<file path="src/rtl/core/mbet_pkg.sv">
// ----------------------------------------------------------------------------
// mbet_pkg
// Payload types, register indexes and reset values of the escape-time unit.
// ----------------------------------------------------------------------------
`default_nettype none

package mbet_pkg;

    localparam int COORD_W    = 32;
    localparam int ITER_W     = 12;
    localparam int COLOR_W    = 24;
    localparam int CFG_IDX_W  = 2;
    localparam int CFG_DATA_W = 24;

    localparam logic [CFG_IDX_W-1:0] REG_MAX_ITER   = 2'd0;
    localparam logic [CFG_IDX_W-1:0] REG_COLOR_BASE = 2'd1;
    localparam logic [CFG_IDX_W-1:0] REG_COLOR_STEP = 2'd2;

    localparam logic [ITER_W-1:0]  MAX_ITER_RST   = 12'd150;
    localparam logic [COLOR_W-1:0] COLOR_BASE_RST = 24'd0;
    localparam logic [COLOR_W-1:0] COLOR_STEP_RST = 24'd111411;

    typedef struct packed {
        logic signed [COORD_W-1:0] c_re;
        logic signed [COORD_W-1:0] c_im;
    } t_in_item;

    typedef struct packed {
        logic [COLOR_W-1:0] color;
        logic               escaped;
        logic [ITER_W-1:0]  iterations;
    } t_out_item;

    typedef logic [CFG_IDX_W-1:0]  t_cfg_idx;
    typedef logic [CFG_DATA_W-1:0] t_cfg_data;

endpackage

`default_nettype wire

</file>
<file path="src/rtl/core/mandelbrot_escape_time.sv">
// ----------------------------------------------------------------------------
// mandelbrot_escape_time
// Iterates z = z*z + c in signed fixed point on one shared multiplier and
// reports the escape step and colour of each point.
// ----------------------------------------------------------------------------
// Channel  Role    Signals
// in       sink    i_in_valid, o_in_ready, i_in_data
// out      source  o_out_valid, i_out_ready, o_out_data
// cfg      sink    i_cfg_valid, o_cfg_ready, i_cfg_index, i_cfg_data
//
// One step forms three products for the update and two for the escape check,
// each over ND*ND digit pairs, where ND is the number of multiplier digits
// per operand (ND = 1 up to FRAC_BITS of 29); the single digit multiplier
// sets how long a point takes from its transfer to its result.
// The input is ready only while no point is in flight.
// Reset is synchronous and returns the control and configuration registers to their default values.
// A result waits in the output register while the next point is computed.
// ----------------------------------------------------------------------------
`default_nettype none

module mandelbrot_escape_time #(
    parameter int FRAC_BITS = 28
) (
    input  wire                  i_clk,
    input  wire                  i_rst_n,
    input  wire                  i_in_valid,
    output logic                 o_in_ready,
    input  mbet_pkg::t_in_item   i_in_data,
    output logic                 o_out_valid,
    input  wire                  i_out_ready,
    output mbet_pkg::t_out_item  o_out_data,
    input  wire                  i_cfg_valid,
    output logic                 o_cfg_ready,
    input  mbet_pkg::t_cfg_idx   i_cfg_index,
    input  mbet_pkg::t_cfg_data  i_cfg_data
);

    import mbet_pkg::*;

    localparam int MW   = FRAC_BITS + 3;
    localparam int ZMW  = FRAC_BITS + 2;
    localparam int ND   = (MW + 31) / 32;
    localparam int DW   = (MW + ND - 1) / ND;
    localparam int PADW = ND * DW;
    localparam int PW   = 2 * PADW;
    localparam int CW   = (ND > 1) ? $clog2(ND) : 1;
    localparam int TW   = ((FRAC_BITS + 5 > COORD_W) ? FRAC_BITS + 5 : COORD_W) + 1;
    localparam int RE2W = FRAC_BITS + 3;
    localparam int XYW  = FRAC_BITS + 4;
    localparam int SQW  = FRAC_BITS + 5;
    localparam int MAGW = FRAC_BITS + 6;

    localparam logic [CW-1:0]   DIG_LAST   = CW'(ND - 1);
    localparam logic [MAGW-1:0] ESC_LIMIT  = MAGW'(4) << FRAC_BITS;
    localparam logic [TW-1:0]   CLAMP_T    = TW'(1) << (FRAC_BITS + 2);
    localparam logic [MW-1:0]   CLAMP_M    = MW'(1) << (FRAC_BITS + 2);

    localparam logic [2:0] S_IDLE  = 3'd0;
    localparam logic [2:0] S_MUL   = 3'd1;
    localparam logic [2:0] S_CALC  = 3'd2;
    localparam logic [2:0] S_MAG   = 3'd3;
    localparam logic [2:0] S_CHECK = 3'd4;
    localparam logic [2:0] S_FIN   = 3'd5;

    localparam logic [2:0] K_RR = 3'd0;
    localparam logic [2:0] K_II = 3'd1;
    localparam logic [2:0] K_RI = 3'd2;
    localparam logic [2:0] K_XX = 3'd3;
    localparam logic [2:0] K_YY = 3'd4;

    logic [2:0]                r_state, n_state;
    logic [2:0]                r_k, n_k;
    logic [CW-1:0]             r_di, n_di;
    logic [CW-1:0]             r_dj, n_dj;
    logic [PW-1:0]             r_acc, n_acc;
    logic [ZMW-1:0]            r_zr_mag, n_zr_mag;
    logic [ZMW-1:0]            r_zi_mag, n_zi_mag;
    logic                      r_zr_neg, n_zr_neg;
    logic                      r_zi_neg, n_zi_neg;
    logic signed [COORD_W-1:0] r_c_re, n_c_re;
    logic signed [COORD_W-1:0] r_c_im, n_c_im;
    logic [RE2W-1:0]           r_re2, n_re2;
    logic [RE2W-1:0]           r_im2, n_im2;
    logic [XYW-1:0]            r_xy, n_xy;
    logic signed [TW-1:0]      r_tx, n_tx;
    logic signed [TW-1:0]      r_ty, n_ty;
    logic [MW-1:0]             r_ax, n_ax;
    logic [MW-1:0]             r_ay, n_ay;
    logic [SQW-1:0]            r_sqx, n_sqx;
    logic [SQW-1:0]            r_sqy, n_sqy;
    logic [ITER_W-1:0]         r_iter, n_iter;
    logic [COLOR_W-1:0]        r_col, n_col;
    t_out_item                 r_res, n_res;
    t_out_item                 r_out, n_out;
    logic                      r_out_valid, n_out_valid;
    logic [ITER_W-1:0]         r_max_iter, n_max_iter;
    logic [COLOR_W-1:0]        r_color_base, n_color_base;
    logic [COLOR_W-1:0]        r_color_step, n_color_step;

    logic [MW-1:0]        op_a, op_b;
    logic [PADW-1:0]      op_a_pad, op_b_pad;
    logic [DW-1:0]        dig_a, dig_b;
    logic [2*DW-1:0]      pp;
    logic [PW-1:0]        pp_sh;
    logic [PW-1:0]        acc_sum;
    logic                 last_dig;
    logic signed [TW-1:0] re2_s, im2_s, xy_s, c_re_s, c_im_s;
    logic signed [TW-1:0] tx_calc, ty_calc;
    logic [TW-1:0]        ax_abs, ay_abs;
    logic [MW-1:0]        ax_clamp, ay_clamp;
    logic [MAGW-1:0]      mag_sum;
    logic                 escape;
    logic                 last_step;

    // Operand select for the shared multiplier; all operands are magnitudes.
    always_comb begin
        case (r_k)
            K_RR: begin
                op_a = MW'(r_zr_mag);
                op_b = MW'(r_zr_mag);
            end
            K_II: begin
                op_a = MW'(r_zi_mag);
                op_b = MW'(r_zi_mag);
            end
            K_RI: begin
                op_a = {r_zr_mag, 1'b0};
                op_b = MW'(r_zi_mag);
            end
            K_XX: begin
                op_a = r_ax;
                op_b = r_ax;
            end
            K_YY: begin
                op_a = r_ay;
                op_b = r_ay;
            end
            default: begin
                op_a = '0;
                op_b = '0;
            end
        endcase
    end

    assign op_a_pad = PADW'(op_a);
    assign op_b_pad = PADW'(op_b);
    assign dig_a    = op_a_pad[r_di*DW +: DW];
    assign dig_b    = op_b_pad[r_dj*DW +: DW];
    assign pp       = dig_a * dig_b;
    assign pp_sh    = PW'(pp) << (DW * (int'(r_di) + int'(r_dj)));
    assign acc_sum  = r_acc + pp_sh;
    assign last_dig = (r_di == DIG_LAST) && (r_dj == DIG_LAST);

    assign re2_s   = signed'(TW'(r_re2));
    assign im2_s   = signed'(TW'(r_im2));
    assign xy_s    = signed'(TW'(r_xy));
    assign c_re_s  = TW'(r_c_re);
    assign c_im_s  = TW'(r_c_im);
    assign tx_calc = re2_s - im2_s + c_re_s;
    assign ty_calc = ((r_zr_neg ^ r_zi_neg) ? -xy_s : xy_s) + c_im_s;

    // A magnitude of four or more escapes for sure, so it is clamped there.
    assign ax_abs   = r_tx[TW-1] ? TW'(-r_tx) : TW'(r_tx);
    assign ay_abs   = r_ty[TW-1] ? TW'(-r_ty) : TW'(r_ty);
    assign ax_clamp = (ax_abs >= CLAMP_T) ? CLAMP_M : ax_abs[MW-1:0];
    assign ay_clamp = (ay_abs >= CLAMP_T) ? CLAMP_M : ay_abs[MW-1:0];

    assign mag_sum   = MAGW'(r_sqx) + MAGW'(r_sqy);
    assign escape    = mag_sum > ESC_LIMIT;
    assign last_step = (r_iter + ITER_W'(1)) == r_max_iter;

    always_comb begin
        n_state      = r_state;
        n_k          = r_k;
        n_di         = r_di;
        n_dj         = r_dj;
        n_acc        = r_acc;
        n_zr_mag     = r_zr_mag;
        n_zi_mag     = r_zi_mag;
        n_zr_neg     = r_zr_neg;
        n_zi_neg     = r_zi_neg;
        n_c_re       = r_c_re;
        n_c_im       = r_c_im;
        n_re2        = r_re2;
        n_im2        = r_im2;
        n_xy         = r_xy;
        n_tx         = r_tx;
        n_ty         = r_ty;
        n_ax         = r_ax;
        n_ay         = r_ay;
        n_sqx        = r_sqx;
        n_sqy        = r_sqy;
        n_iter       = r_iter;
        n_col        = r_col;
        n_res        = r_res;
        n_out        = r_out;
        n_out_valid  = r_out_valid;
        n_max_iter   = r_max_iter;
        n_color_base = r_color_base;
        n_color_step = r_color_step;

        if (r_out_valid && i_out_ready) begin
            n_out_valid = 1'b0;
        end

        if (i_cfg_valid) begin
            unique case (i_cfg_index)
                REG_MAX_ITER:   n_max_iter   = i_cfg_data[ITER_W-1:0];
                REG_COLOR_BASE: n_color_base = i_cfg_data[COLOR_W-1:0];
                REG_COLOR_STEP: n_color_step = i_cfg_data[COLOR_W-1:0];
                default: ;
            endcase
        end

        unique case (r_state)
            S_IDLE: begin
                if (i_in_valid) begin
                    n_c_re   = i_in_data.c_re;
                    n_c_im   = i_in_data.c_im;
                    n_zr_mag = '0;
                    n_zi_mag = '0;
                    n_zr_neg = 1'b0;
                    n_zi_neg = 1'b0;
                    n_iter   = '0;
                    n_col    = r_color_base;
                    n_k      = K_RR;
                    n_di     = '0;
                    n_dj     = '0;
                    n_acc    = '0;
                    if (r_max_iter == '0) begin
                        n_res   = '{color: '0, escaped: 1'b0, iterations: '0};
                        n_state = S_FIN;
                    end else begin
                        n_state = S_MUL;
                    end
                end
            end
            S_MUL: begin
                n_acc = acc_sum;
                if (last_dig) begin
                    n_acc = '0;
                    n_di  = '0;
                    n_dj  = '0;
                    case (r_k)
                        K_RR: begin
                            n_re2 = acc_sum[FRAC_BITS +: RE2W];
                            n_k   = K_II;
                        end
                        K_II: begin
                            n_im2 = acc_sum[FRAC_BITS +: RE2W];
                            n_k   = K_RI;
                        end
                        K_RI: begin
                            n_xy    = acc_sum[FRAC_BITS +: XYW];
                            n_state = S_CALC;
                        end
                        K_XX: begin
                            n_sqx = acc_sum[FRAC_BITS +: SQW];
                            n_k   = K_YY;
                        end
                        K_YY: begin
                            n_sqy   = acc_sum[FRAC_BITS +: SQW];
                            n_state = S_CHECK;
                        end
                        default: n_state = S_IDLE;
                    endcase
                end else if (r_dj == DIG_LAST) begin
                    n_dj = '0;
                    n_di = r_di + CW'(1);
                end else begin
                    n_dj = r_dj + CW'(1);
                end
            end
            S_CALC: begin
                n_tx    = tx_calc;
                n_ty    = ty_calc;
                n_state = S_MAG;
            end
            S_MAG: begin
                n_ax    = ax_clamp;
                n_ay    = ay_clamp;
                n_k     = K_XX;
                n_state = S_MUL;
            end
            S_CHECK: begin
                if (escape) begin
                    n_res   = '{color: r_col, escaped: 1'b1, iterations: r_iter};
                    n_state = S_FIN;
                end else if (last_step) begin
                    n_res   = '{color: '0, escaped: 1'b0, iterations: r_max_iter};
                    n_state = S_FIN;
                end else begin
                    // A point that stays has both parts within two, so no clamp applied.
                    n_zr_mag = r_ax[ZMW-1:0];
                    n_zi_mag = r_ay[ZMW-1:0];
                    n_zr_neg = r_tx[TW-1];
                    n_zi_neg = r_ty[TW-1];
                    n_iter   = r_iter + ITER_W'(1);
                    n_col    = r_col + r_color_step;
                    n_k      = K_RR;
                    n_state  = S_MUL;
                end
            end
            S_FIN: begin
                if (!r_out_valid || i_out_ready) begin
                    n_out       = r_res;
                    n_out_valid = 1'b1;
                    n_state     = S_IDLE;
                end
            end
            default: n_state = S_IDLE;
        endcase
    end

    always_ff @(posedge i_clk) begin
        if (!i_rst_n) begin
            r_state      <= S_IDLE;
            r_k          <= K_RR;
            r_di         <= '0;
            r_dj         <= '0;
            r_out_valid  <= 1'b0;
            r_max_iter   <= MAX_ITER_RST;
            r_color_base <= COLOR_BASE_RST;
            r_color_step <= COLOR_STEP_RST;
        end else begin
            r_state      <= n_state;
            r_k          <= n_k;
            r_di         <= n_di;
            r_dj         <= n_dj;
            r_out_valid  <= n_out_valid;
            r_max_iter   <= n_max_iter;
            r_color_base <= n_color_base;
            r_color_step <= n_color_step;
        end
    end

    always_ff @(posedge i_clk) begin
        r_acc    <= n_acc;
        r_zr_mag <= n_zr_mag;
        r_zi_mag <= n_zi_mag;
        r_zr_neg <= n_zr_neg;
        r_zi_neg <= n_zi_neg;
        r_c_re   <= n_c_re;
        r_c_im   <= n_c_im;
        r_re2    <= n_re2;
        r_im2    <= n_im2;
        r_xy     <= n_xy;
        r_tx     <= n_tx;
        r_ty     <= n_ty;
        r_ax     <= n_ax;
        r_ay     <= n_ay;
        r_sqx    <= n_sqx;
        r_sqy    <= n_sqy;
        r_iter   <= n_iter;
        r_col    <= n_col;
        r_res    <= n_res;
        r_out    <= n_out;
    end

    assign o_in_ready  = (r_state == S_IDLE);
    assign o_out_valid = r_out_valid;
    assign o_out_data  = r_out;
    assign o_cfg_ready = 1'b1;

endmodule

`default_nettype wire

</file>
<file path="config.mk">
export PLATFORM = sky130hd
export DESIGN_NAME = mandelbrot_escape_time
export DESIGN_NICKNAME = d
export VERILOG_FILES = /design/src/rtl/core/mbet_pkg.sv /design/src/rtl/core/mandelbrot_escape_time.sv
export SDC_FILE = /design/constraint.sdc
export NUM_CORES = 2
export LEC_CHECK = 0
export BUFFER_PORTS_ARGS = -buffer_cell sky130_fd_sc_hd__buf_2
export CORE_UTILIZATION = 31
export CTS_BUF_LIST = sky130_fd_sc_hd__clkbuf_4
export DETAILED_ROUTE_END_ITERATION = 10
export GPL_TIMING_DRIVEN = 0
export PLACE_DENSITY_LB_ADDON = 0.2
export SYNTH_ARGS = -nofsm -noshare
export SYNTH_HDL_FRONTEND = slang
export SYNTH_SLANG_ARGS = --single-unit
</file>
<file path="constraint.sdc">
create_clock -name i_clk -period 28 [get_ports i_clk]
set_clock_uncertainty 0.1 [all_clocks]
set_input_delay 4.2 -clock i_clk [delete_from_list [all_inputs] [get_ports i_clk]]
set_output_delay 4.2 -clock i_clk [all_outputs]
set_load 0.05 [all_outputs]
</file>
==> results by stage <==
GRT:
- The pin count of the biggest net entering global routing is 49.
- The global-route wire length before repair is 331900 um.
- The via count of the first global-routing pass came to 50.59k.
- The number of antenna violations at the first check in global routing is 5.
- The total grt overflow is 0.
- The overall fraction of global-route tracks in use is 21.27%.

Layout:
- In the layout the commonest cells are sky130_fd_sc_hd__inv_1, sky130_fd_sc_hd__nand2_1, sky130_fd_sc_hd__fa_1.
- The most common cell after layout, fill and taps aside is sky130_fd_sc_hd__inv_1.
- The layout has 21.53k filler cells.
- At the end of the flow, the number of nets in the layout was 8416.
- The share of post-route cells with drive strength above 1 is 7.718%.
- The area growth from synthesis to layout is 11.60%.

Run status:
- The final reports fail on max-capacitance violations, max-slew violations.
- The run finished, with violations left.

Detailed routing:
- After the first detailed-routing iteration, the DRC count stood at 3689.
- After detailed routing, the average wire length per cell comes to 22.42 um.
- The final routed wirelength across all metal layers is 223100 um.
- The total iterations of the first detailed-routing run is 6.
- The number of nets still failing antenna checks after routing is 0.
- The vias per cell is 4.989.
- Detailed routing inserted a total of 49.65k vias.
- The detailed-route DRC error count is 0.

Die:
- The floorplan has 167 rows.
- The initial utilization of the core area, before any placement, comes to 31.31%.
- The floorplan step defined a core boundary enclosing 207700 um2.
- The number of primary I/O pins is 135.
- The chip height is 460.0 um.
- The die area is 211600 um2.
- The overall die width is 460.0 um.

Synthesis:
- Synthesis instantiated 82 different standard cells from the library.
- The cell area after synthesis is 65040 um2.
- The primary flip-flop cell chosen by synthesis mapping is sky130_fd_sc_hd__edfxtp_1.
- Each instance of the synthesized netlist takes up on average 9.875 um2.
- After synthesis, the largest family of logic cells by area is adder cells.
- Yosys mapped a number of flops with a built-in enable equal to 586.
- Synthesis inferred 653 register bits.
- The portion of netlist area occupied by mux cells is 0.5406%.
- Counting flops with an async set or reset pin after synthesis yields a share of 0%.
- The simple-gate share of the synthesized area is 13.82%.
- Of the total synthesized cell area, the portion taken by XOR and XNOR cells is 4.229%.
- After technology mapping, the gate count stands at 6586.
- The compound-gate portion of the synthesized area is 10.44%.
- The post-synthesis sequential area ratio is 29.12%.
- Summing the areas of all fa, ha and maj instances in the mapped netlist gives 34.88% of the synthesized area.
- The Yosys step of the flow raised 0 warnings.

CTS:
- Counting along the longest clock path gives a buffer depth of 3.
- The later pin in the worst-skew pair is clocked with a latency of 1190 ps.
- After clock tree synthesis, the clock-pin slew on the worst setup and hold paths is 60 ps.
- The post-CTS setup-driven buffer insertion count is 0.
- The number of gates resized after cts is 0.
- TritonCTS created 183 clock buffers.
- The TritonCTS clock tree is built.
- The clock tree synthesis step divided the H-tree into 4 levels.
- The CTS sink count is 653.
- In this run, post-CTS hold repair placed 0 buffers.
- The tree is rooted in a sky130_fd_sc_hd__clkbuf_4.

Critical path:
- STA puts the critical path data required time at 28620 ps.
- The largest fanout on the critical path is 10.
- The worst reg2reg path depth is 38.
- The cell that appears most often on the critical path is sky130_fd_sc_hd__fa_1.
- The worst setup path is of the reg2reg kind.
- The kind of end point of the critical path is a flop.
- For this run, the slowest stage of the critical path takes 990 ps.
- The data arrival time of the critical path is 17530 ps.
- The worst setup path is launched from a flop.
- The worst-path cell with the longest stage delay is sky130_fd_sc_hd__xnor2_1.

Timing:
- Derived from the worst setup path, the maximum achievable clock frequency is 59.12 MHz.
- The count of endpoints failing hold in the final timing report is 0.
- The post-layout minimum cycle time is 16920 ps.
- After layout, the worst path uses 60.41% of the clock period.
- The worst slew slack as a fraction of its limit is -2.360%.
- The count of pins over their slew limit is 15.
- After routing, the total negative slack on setup checks comes to 0 ps.
- The count of final setup violators is 0.
- At the pin with the least slew margin, the transition time is 1535 ps.
- Setup repair after global routing left no endpoint under its margin.

Hold path:
- The worst hold path cell count is 0.
- The worst hold path belongs to the class reg2reg.

Place:
- The HPWL after detailed placement is 186100 um.
- The weighted congestion at the end of routability-driven global placement is 0.9672.
- The count of buffers from port buffering is 133.

Run:
- Across the run, the number of max-cap violations was 1.
==> layer usage <==
| metal | global-route usage, % | share of wire [%] | vias to the layer above |
|---|---|---|---|
| met5 | 0 | 0 | - |
| li1 | - | - | 22700 |
| met1 | 28.62 | 44 | 24910 |
| met4 | 7.342 | 3.6 | 0 |
| met3 | 4.236 | 7.1 | 337 |
| met2 | 33.88 | 45 | 1708 |
==> logic make-up after synthesis <==
logic type / after synthesis
AOI/OAI and AO/OA: 1014
xor gates and xnor gates: 314
adders and majority gates: 1308
buffers and inverters: 1198
DFF: 653
muxes: 35
other: 2
and+or+nand+nor: 2062
==> critical path: cells and delay by family (launching register included) <==
| kind | cells | cell delay [ps] |
|---|---|---|
| flops | 1 | 430 |
| buf+inv | 8 | 3490 |
| compound gates | 13 | 4620 |
| xor+xnor | 2 | 1480 |
| fa+ha+maj | 10 | 4690 |
| mux | 1 | 150 |
| simple gates | 4 | 1380 |
==> cell type report <==
| class | count | area [um2] | share of cell area, % |
|---|---|---|---|
| multi-input cells | 4795 | 42020 | 57.89 |
| flip-flops and latches | 653 | 18940 | 26.09 |
| well taps | 2788 | 3488 | 4.806 |
| inverters | 924 | 3468 | 4.778 |
| clock buffers | 265 | 1989 | 2.741 |
| repair buffers | 182 | 1272 | 1.753 |
| plain buffers | 274 | 1056 | 1.455 |
| clock inverters | 59 | 322.8 | 0.4447 |
| diodes | 12 | 30.03 | 0.04137 |
==> path summary, 6_finish.rpt <==
path / endpoint / slack, ps / from
setup / recovery: r_im2[27] / 11080 / r_k[2]
hold reg to reg: o_out_data[35] / 300 / r_res[35]
setup reg to reg: r_im2[27] / 11080 / r_k[2]
hold / removal: o_out_data[35] / 300 / r_res[35]
==> through the flow <==
stage,hold WS [ps],util (%),instances,area (um2),setup WS [ps]
after global routing,312.1,34.94,9947,72570,10760
after CTS,287.0,34.93,9940,72550,11450
after floorplan,300.3,-,6646,65260,16590
final,304.7,34.95,9952,72580,11080
after global placement,303.8,33.42,9567,69420,9967
after detailed placement,304.5,33.82,9616,70240,11600
==> sequential cells by signal, summed over array words and instances, names as in the netlist, 31 cells and up <==
register	count
r_acc	61
r_im2	31
o_out_data	37
r_c_im	32
r_sqy	33
r_re2	31
r_res	37
r_xy	32
r_ay	31
r_sqx	33
r_tx	33
r_c_re	32
r_ty	34
r_ax	31
==> synthesized netlist by cell type (9+ instances only) <==
master | n | share of area (%)
sky130_fd_sc_hd__clkbuf_1 | 256 | 1.5
sky130_fd_sc_hd__o21a_1 | 39 | 0.45
sky130_fd_sc_hd__o21bai_1 | 22 | 0.25
sky130_fd_sc_hd__a31oi_1 | 32 | 0.31
sky130_fd_sc_hd__o22ai_1 | 9 | 0.087
sky130_fd_sc_hd__o31ai_1 | 31 | 0.36
sky130_fd_sc_hd__o41ai_1 | 15 | 0.20
sky130_fd_sc_hd__and3_1 | 55 | 0.53
sky130_fd_sc_hd__xnor2_1 | 171 | 2.3
sky130_fd_sc_hd__nor3_1 | 69 | 0.53
sky130_fd_sc_hd__nand3b_1 | 9 | 0.10
sky130_fd_sc_hd__a311oi_1 | 9 | 0.12
sky130_fd_sc_hd__dfxtp_1 | 67 | 2.1
sky130_fd_sc_hd__or3_1 | 19 | 0.18
sky130_fd_sc_hd__o21ai_0 | 206 | 1.6
sky130_fd_sc_hd__nor2_1 | 640 | 3.7
sky130_fd_sc_hd__and2_1 | 91 | 0.88
sky130_fd_sc_hd__a21boi_0 | 63 | 0.73
sky130_fd_sc_hd__o2111ai_1 | 10 | 0.13
sky130_fd_sc_hd__nand3_1 | 98 | 0.75
sky130_fd_sc_hd__a211oi_1 | 30 | 0.35
sky130_fd_sc_hd__xor2_1 | 143 | 1.9
sky130_fd_sc_hd__mux2i_1 | 34 | 0.52
sky130_fd_sc_hd__o221ai_1 | 9 | 0.12
sky130_fd_sc_hd__or4_1 | 19 | 0.22
sky130_fd_sc_hd__a211o_1 | 10 | 0.13
sky130_fd_sc_hd__a221o_1 | 35 | 0.54
sky130_fd_sc_hd__buf_1 | 13 | 0.075
sky130_fd_sc_hd__o211ai_1 | 11 | 0.13
sky130_fd_sc_hd__fa_1 | 842 | 26
sky130_fd_sc_hd__edfxtp_1 | 586 | 27
sky130_fd_sc_hd__nand2_1 | 882 | 5.1
sky130_fd_sc_hd__nand2b_1 | 40 | 0.38
sky130_fd_sc_hd__inv_1 | 924 | 5.3
sky130_fd_sc_hd__a2111oi_0 | 9 | 0.12
sky130_fd_sc_hd__a221oi_1 | 39 | 0.53
sky130_fd_sc_hd__nor4_1 | 23 | 0.22
sky130_fd_sc_hd__nand4_1 | 41 | 0.39
sky130_fd_sc_hd__ha_1 | 466 | 9.0
sky130_fd_sc_hd__a21o_1 | 139 | 1.6
sky130_fd_sc_hd__or2_2 | 11 | 0.11
sky130_fd_sc_hd__a21oi_1 | 237 | 1.8
sky130_fd_sc_hd__nor2b_1 | 41 | 0.39
Power is not shown: default switching activity piles up to over one toggle a cycle in this logic, so the estimate is an artifact.
